## src/rtl/pflet_pkg.sv

```systemverilog
// Shared types and constants for the prime-field log/exp table builder.
`timescale 1ns / 1ps
package pflet_pkg;
	localparam int VW = 10;
	localparam logic [1:0] OP_BUILD = 2'd0;
	localparam logic [1:0] OP_SEARCH = 2'd1;
	localparam logic [1:0] OP_REXP = 2'd2;
	localparam logic [1:0] OP_RLOG = 2'd3;
	localparam logic [2:0] ST_OK = 3'd0;
	localparam logic [2:0] ST_NOT_PRIME = 3'd1;
	localparam logic [2:0] ST_NOT_PRIMITIVE = 3'd2;
	localparam logic [2:0] ST_NONE_FOUND = 3'd3;
	localparam logic [2:0] ST_NOT_BUILT = 3'd4;
	localparam logic [2:0] ST_RANGE = 3'd5;

	// request/handshake to the bit-serial modular multiply unit
	typedef struct packed {
		logic          start;
		logic [VW-1:0] a;
		logic [VW-1:0] b;
		logic [VW-1:0] m;
	} mm_req_t;

	typedef struct packed {
		logic          done;
		logic [VW-1:0] r;
	} mm_rsp_t;
endpackage

```

## src/rtl/pflet_mulmod.sv

```systemverilog
// Bit-serial modular multiply and remainder unit: one bit of b per cycle.
`timescale 1ns / 1ps
module pflet_mulmod import pflet_pkg::*; (
	input  logic    clk,
	input  logic    arst_n,
	input  mm_req_t req,
	output mm_rsp_t rsp
);
	// r = (a*b) mod m by double-and-add from the msb of b; b mod m comes out with a=1
	logic [VW:0]   acc_q;
	logic [VW-1:0] a_q, b_q, m_q;
	logic [3:0]    cnt_q;
	logic          busy_q;
	logic          done_q;
	logic [VW+1:0] dbl, add;
	logic [VW:0]   dbl_r, add_r;

	always_comb begin
		dbl = {acc_q, 1'b0};
		dbl_r = (dbl >= {2'b0, m_q}) ? VW'(0) + (VW+1)'(dbl - {2'b0, m_q})
			: (VW+1)'(dbl);
		add = {1'b0, dbl_r} + (b_q[VW-1] ? {2'b0, a_q} : '0);
		add_r = (add >= {2'b0, m_q}) ? (VW+1)'(add - {2'b0, m_q}) : (VW+1)'(add);
	end

	always_ff @(posedge clk or negedge arst_n) begin
		if (!arst_n) begin
			busy_q <= 1'b0;
			cnt_q <= '0;
			done_q <= 1'b0;
		end else begin
			done_q <= 1'b0;
			if (req.start) begin
				busy_q <= 1'b1;
				cnt_q <= '0;
			end else if (busy_q) begin
				cnt_q <= cnt_q + 4'd1;
				if (cnt_q == 4'(VW - 1)) begin
					busy_q <= 1'b0;
					done_q <= 1'b1;
				end
			end
		end
	end

	// a must already be below m; the accumulator then stays below m every step
	always_ff @(posedge clk) begin
		if (req.start) begin
			acc_q <= '0;
			a_q <= req.a;
			b_q <= req.b;
			m_q <= req.m;
		end else if (busy_q) begin
			acc_q <= add_r;
			b_q <= {b_q[VW-2:0], 1'b0};
		end
	end
	assign rsp = {done_q, acc_q[VW-1:0]};
endmodule

```

## config.mk

```make
export PLATFORM = sky130hd
export DESIGN_NAME = pflet_mulmod
export DESIGN_NICKNAME = d
export VERILOG_FILES = /design/src/rtl/pflet_pkg.sv /design/src/rtl/pflet_mulmod.sv
export SDC_FILE = /design/constraint.sdc
export NUM_CORES = 1
export LEC_CHECK = 0
export BUFFER_PORTS_ARGS = -buffer_cell sky130_fd_sc_hd__buf_2
export CAP_MARGIN = 20
export CORE_MARGIN = 4
export CORE_UTILIZATION = 45
export DETAILED_ROUTE_END_ITERATION = 10
export SYNTH_ARGS = -nofsm -noshare
export SYNTH_HDL_FRONTEND = slang
export SYNTH_SLANG_ARGS = --single-unit
```

## constraint.sdc

```tcl
create_clock -name clk -period 15.7 [get_ports clk]
set_clock_uncertainty 0.05 [all_clocks]
set_input_delay 0.785 -clock clk [delete_from_list [all_inputs] [get_ports clk]]
set_output_delay 0.785 -clock clk [all_outputs]
set_load 0.05 [all_outputs]
```

-- Word level (Yosys, flattened, before mapping)
Cells that the tools add are included.
- logic and storage cells: 28
- output and inout bits: 11
- input port bits: 33
- register bits: 47
- eq/ne operators: 1
- reductions and logical operators: 1
- add/sub/neg operators: 4
- muxes and demuxes: 13
- magnitude comparators: 2
- operator list (operator ; number):
    $mux 10 ; 3
    $ge 12x10->1 ; 2
    $mux 11 ; 2
    $sub 11x10->11 ; 2
    $add 11x10->12 ; 1
    $mux 4 ; 2
    $mux 1 ; 6
    $add 4x1->4 const B ; 1
    $eq 4x4->1 const B ; 1
    $reduce_bool 2->1 ; 1

-- Logic depth before layout (Yosys ltp)
- word-level depth: 5
- mapped depth: 26
- mapped depth without buffers: 25

-- Worst setup path after synthesis
Ideal clock, no wire load.
- path type: flip-flop to flip-flop
- from: register m_q[5]
- to: register acc_q[0]
- slack: 10.338 ns
- cell stages (with the launch flop): 27
- arrival: 5.206 ns
- buffers on the path: 3
- library setup time: 0.106 ns
- clock period less this slack: 5.362 ns
- cell sequence: edfxtp_1 -> inv_1 -> ha_1 -> a211oi_1 -> nor3b_1 -> a211oi_2 -> a21oi_1 -> or4_1 -> clkbuf_1 -> clkbuf_1 -> nor2_1 -> a21oi_1 -> ha_1 -> nor2b_4 -> o31a_1 -> o31a_1 -> a21oi_1 -> ha_1 -> o21ai_0 -> nor2_1 -> a21oi_1 -> o21ai_0 -> nor2_1 -> o211ai_2 -> buf_6 -> or3_1 -> o311ai_0
- word-level cells in the longest chain between the ends: 5
- elaborated cells on any way between the ends: 7
- classes of those cells: add/sub (3); order compare (2); mux (2)
- RTL lines (element ; RTL line ; RTL):
    from (decl) ; pflet_mulmod.sv:11 ; logic [VW-1:0] a_q, b_q, m_q;
    from (signal assigned) ; pflet_mulmod.sv:52 ; m_q <= req.m;
    $sub 11x10->11 or $ge 12x10->1 (tied branches) ; pflet_mulmod.sv:20 ; dbl_r = (dbl >= {2'b0, m_q}) ? VW'(0) + (VW+1)'(dbl - {2'b0, m_q})
    $mux 11 ; pflet_mulmod.sv:20 ;
    $add 11x10->12 ; pflet_mulmod.sv:22 ; add = {1'b0, dbl_r} + (b_q[VW-1] ? {2'b0, a_q} : '0);
    $ge 12x10->1 or $sub 11x10->11 (tied branches) ; pflet_mulmod.sv:23 ; add_r = (add >= {2'b0, m_q}) ? (VW+1)'(add - {2'b0, m_q}) : (VW+1)'(add);
    $mux 11 * ; pflet_mulmod.sv:23 ;
    to (signal assigned) ; pflet_mulmod.sv:54 ; acc_q <= add_r;
    to (decl) ; pflet_mulmod.sv:10 ; logic [VW:0] acc_q;
Mark *: on every way between the ends. The rest lies on a longest branch, timed or not.
A chain may end at the register's enable or synchronous reset.

-- Worst setup path in the final report
Same ends and word-level chain as after synthesis.

==> results.json <==
{
  "outcome": "finished clean",
  "syn_area_mm2": 0.00338,
  "cpLargestDelayFamily": "compound AO/OA/AOI/OAI gates",
  "vias_per_cell": 5.31,
  "io-pin-count": 44,
  "end_kind": "register",
  "vias": 2544,
  "area_delta_synth_final_pct": 9.55,
  "hold_path_class": "in -> async",
  "regArea_mm2": 0.00127,
  "finalSetupTns_ns": 0,
  "wl_per_cell_um": 14.9,
  "synth_common_cells": "nor2_1 (42), ha_1 (32), edfxtp_1 (30)",
  "core_region_area_mm2": 0.00729,
  "fmax_ghz": 0.160,
  "path_class": "reg -> reg",
  "multiInputGateArea_mm2": 0.00190,
  "synth.area.top_cells": "edfxtp_1 (27%), ha_1 (12%), dfxtp_1 (6.5%)",
  "cts_resized": 0,
  "die_x_um": 94.7,
  "dpl.cell_count": 471,
  "tightest_slew_ns": 0.973,
  "clock_path_buffers": 2,
  "synth_seq_cells": 47,
  "cts_hold_buf": 0,
  "path_buf_inv": 2,
  "synth_enable_flop_cells": 30,
  "cp_max_fo": 17,
  "hpwl_um": 5580,
  "fin_crit_ns": 6.25,
  "numClockSinks": 47,
  "ys_dominant_reg_cell": "edfxtp_1",
  "max_slew_margin_pct": 35.1,
  "place.gp.congestion": 0.858,
  "grt_max_degree": 46,
  "nNetsFinal": 447,
  "drc": 0,
  "cp_slowest_cell": "or4_1",
  "clk_pin_slew_ns": 0.11,
  "drive_above_1_share_pct": 18.9,
  "drv_cap": 0,
  "setup_violations": 0,
  "cp_data_required_time_ns": 15.84,
  "worst_skew_pair.late_latency_ns": 0.31,
  "grt_setup_unrepaired": "no",
  "synth_top_area_cell": "edfxtp_1",
  "dpl_cell_area_mm2": 0.00360,
  "rows": 31,
  "fill_cells": 740,
  "syn_nets": 416,
  "design.die.area_mm2": 0.00896,
  "port_buffers": 43,
  "fp.dieH_um": 94.7,
  "fin_crit_sh_pct": 39.8,
  "drt_wl_total_um": 7160,
  "cts_buffers": 5,
  "htree_levels": 2,
  "final-instance-count-excl-fill": 479,
  "synth_seq_area_share_pct": 37.6,
  "initial_utilization_pct": 46.3,
  "root_buffer": "clkbuf_8",
  "grt_use_total_pct": 17.4,
  "grt_pass1_wl_um": 12000,
  "synth_warnings": 0,
  "antenna_found_initial": 0,
  "antenna_cells": 0,
  "yosys.area.top_type_share_pct": 26.7,
  "yosysUniqueCellTypes": 51,
  "ant_nets": 0,
  "path_cells": "inv_1 -> ha_1 -> a211oi_1 -> nor3b_1 -> a211oi_2 -> a21oi_1 -> or4_1 -> and2_1 -> ha_1 -> inv_1 -> fa_1 -> nor2b_4 -> o31a_1 -> o31a_1 -> a21oi_1 -> ha_1 -> o21ai_0 -> nor2_1 -> a21oi_1 -> o21ai_0 -> nor2_1 -> o211ai_2 -> or3_1 -> o311ai_0",
  "yosysMostFrequentCell": "nor2_1",
  "final_max_slew_viol_count": 0,
  "synth.avg_cell_area_um2": 9.71,
  "syn_inst": 348,
  "cp-start-kind": "register",
  "dr.first_iter.drc_count": 120,
  "post_cts_buffers": 0,
  "drt_pass1_iterations": 4,
  "arrival_ns": 6.39,
  "async_reset_ff_share_pct": 12.8,
  "design_area_mm2": 0.00370,
  "cts_tree": "built",
  "cp_slowest_stage_delay_ns": 0.75,
  "grt_overflow": 0,
  "finalHoldViolations": 0,
  "grt_pass1_vias": 2481
}
## registers in the layout, indices dropped and copies added, names as in the netlist
name,count
acc_q,11
a_q,10
b_q,10
m_q,10
cnt_q,4
busy_q,1
done_q,1
## area by class of cell
type                            count  share of cell area [%]
Sequential cell                    47                    34.3
Inverter                           24                    2.43
Tap cell                           99                    3.35
Multi-Input combinational cell    258                    51.3
Timing Repair Buffer               43                    5.81
Clock buffer                        7                    2.64
Clock inverter                      1                   0.169
## placed cells by master, fill, tap and decap left out, types with 13 or more instances in the layout
| master | count |
|---|---|
| o21ai_0 | 24 |
| edfxtp_1 | 30 |
| ha_1 | 32 |
| inv_1 | 24 |
| a21oi_1 | 17 |
| xnor2_1 | 13 |
| nand2_1 | 16 |
| buf_2 | 43 |
| nor2_1 | 42 |
| a211oi_1 | 13 |
## through the flow
step / hold WS (ns) / worst slack (ns) / utilization (%)
global placement: 0.431 / 9.67 / 49.3
detailed placement: 0.435 / 9.52 / 49.3
floorplan: 0.390 / 10.34 / -
finish: 0.239 / 9.45 / 50.8
global route: 0.234 / 8.93 / 50.8
CTS: 0.233 / 9.46 / 50.8
## worst paths after layout
path,start,endpoint,slack (ns),cells past startpoint
min reg2reg,acc_q[10],acc_q[10],0.45,2
max reg2reg,m_q[5],acc_q[0],9.45,24
min in group clk,acc_q[10],acc_q[10],0.45,2
min,arst_n,cnt_q[3],0.24,1
max in group asynchronous,arst_n,cnt_q[1],15.22,1
max,m_q[5],acc_q[0],9.45,24
## per-layer routing
metal | track usage, % | vias up | share of wire, %
li1 | - | 1297 | -
met1 | 21.9 | 1191 | 46
met2 | 30.1 | 45 | 49
met3 | 3.27 | 11 | 3.3
met4 | 5.17 | 0 | 1.6
met5 | 0 | - | 0
## cell families (layout without fill, tap and decap cells)
kind of cell | count (synthesis) | after routing | synth area share, %
multiplexers | 19 | 19 | 6.03
buffers and inverters | 43 | 75 | 6.22
adder cells (fa/ha/maj) | 35 | 35 | 13.6
AO/OA/AOI/OAI | 85 | 85 | 17.0
flip-flops | 47 | 47 | 37.6
AND/OR/NAND/NOR | 99 | 99 | 14.3
XOR/XNOR | 20 | 20 | 5.18
Power is not shown: default switching activity piles up to over one toggle a cycle in this logic, so the estimate is an artifact.
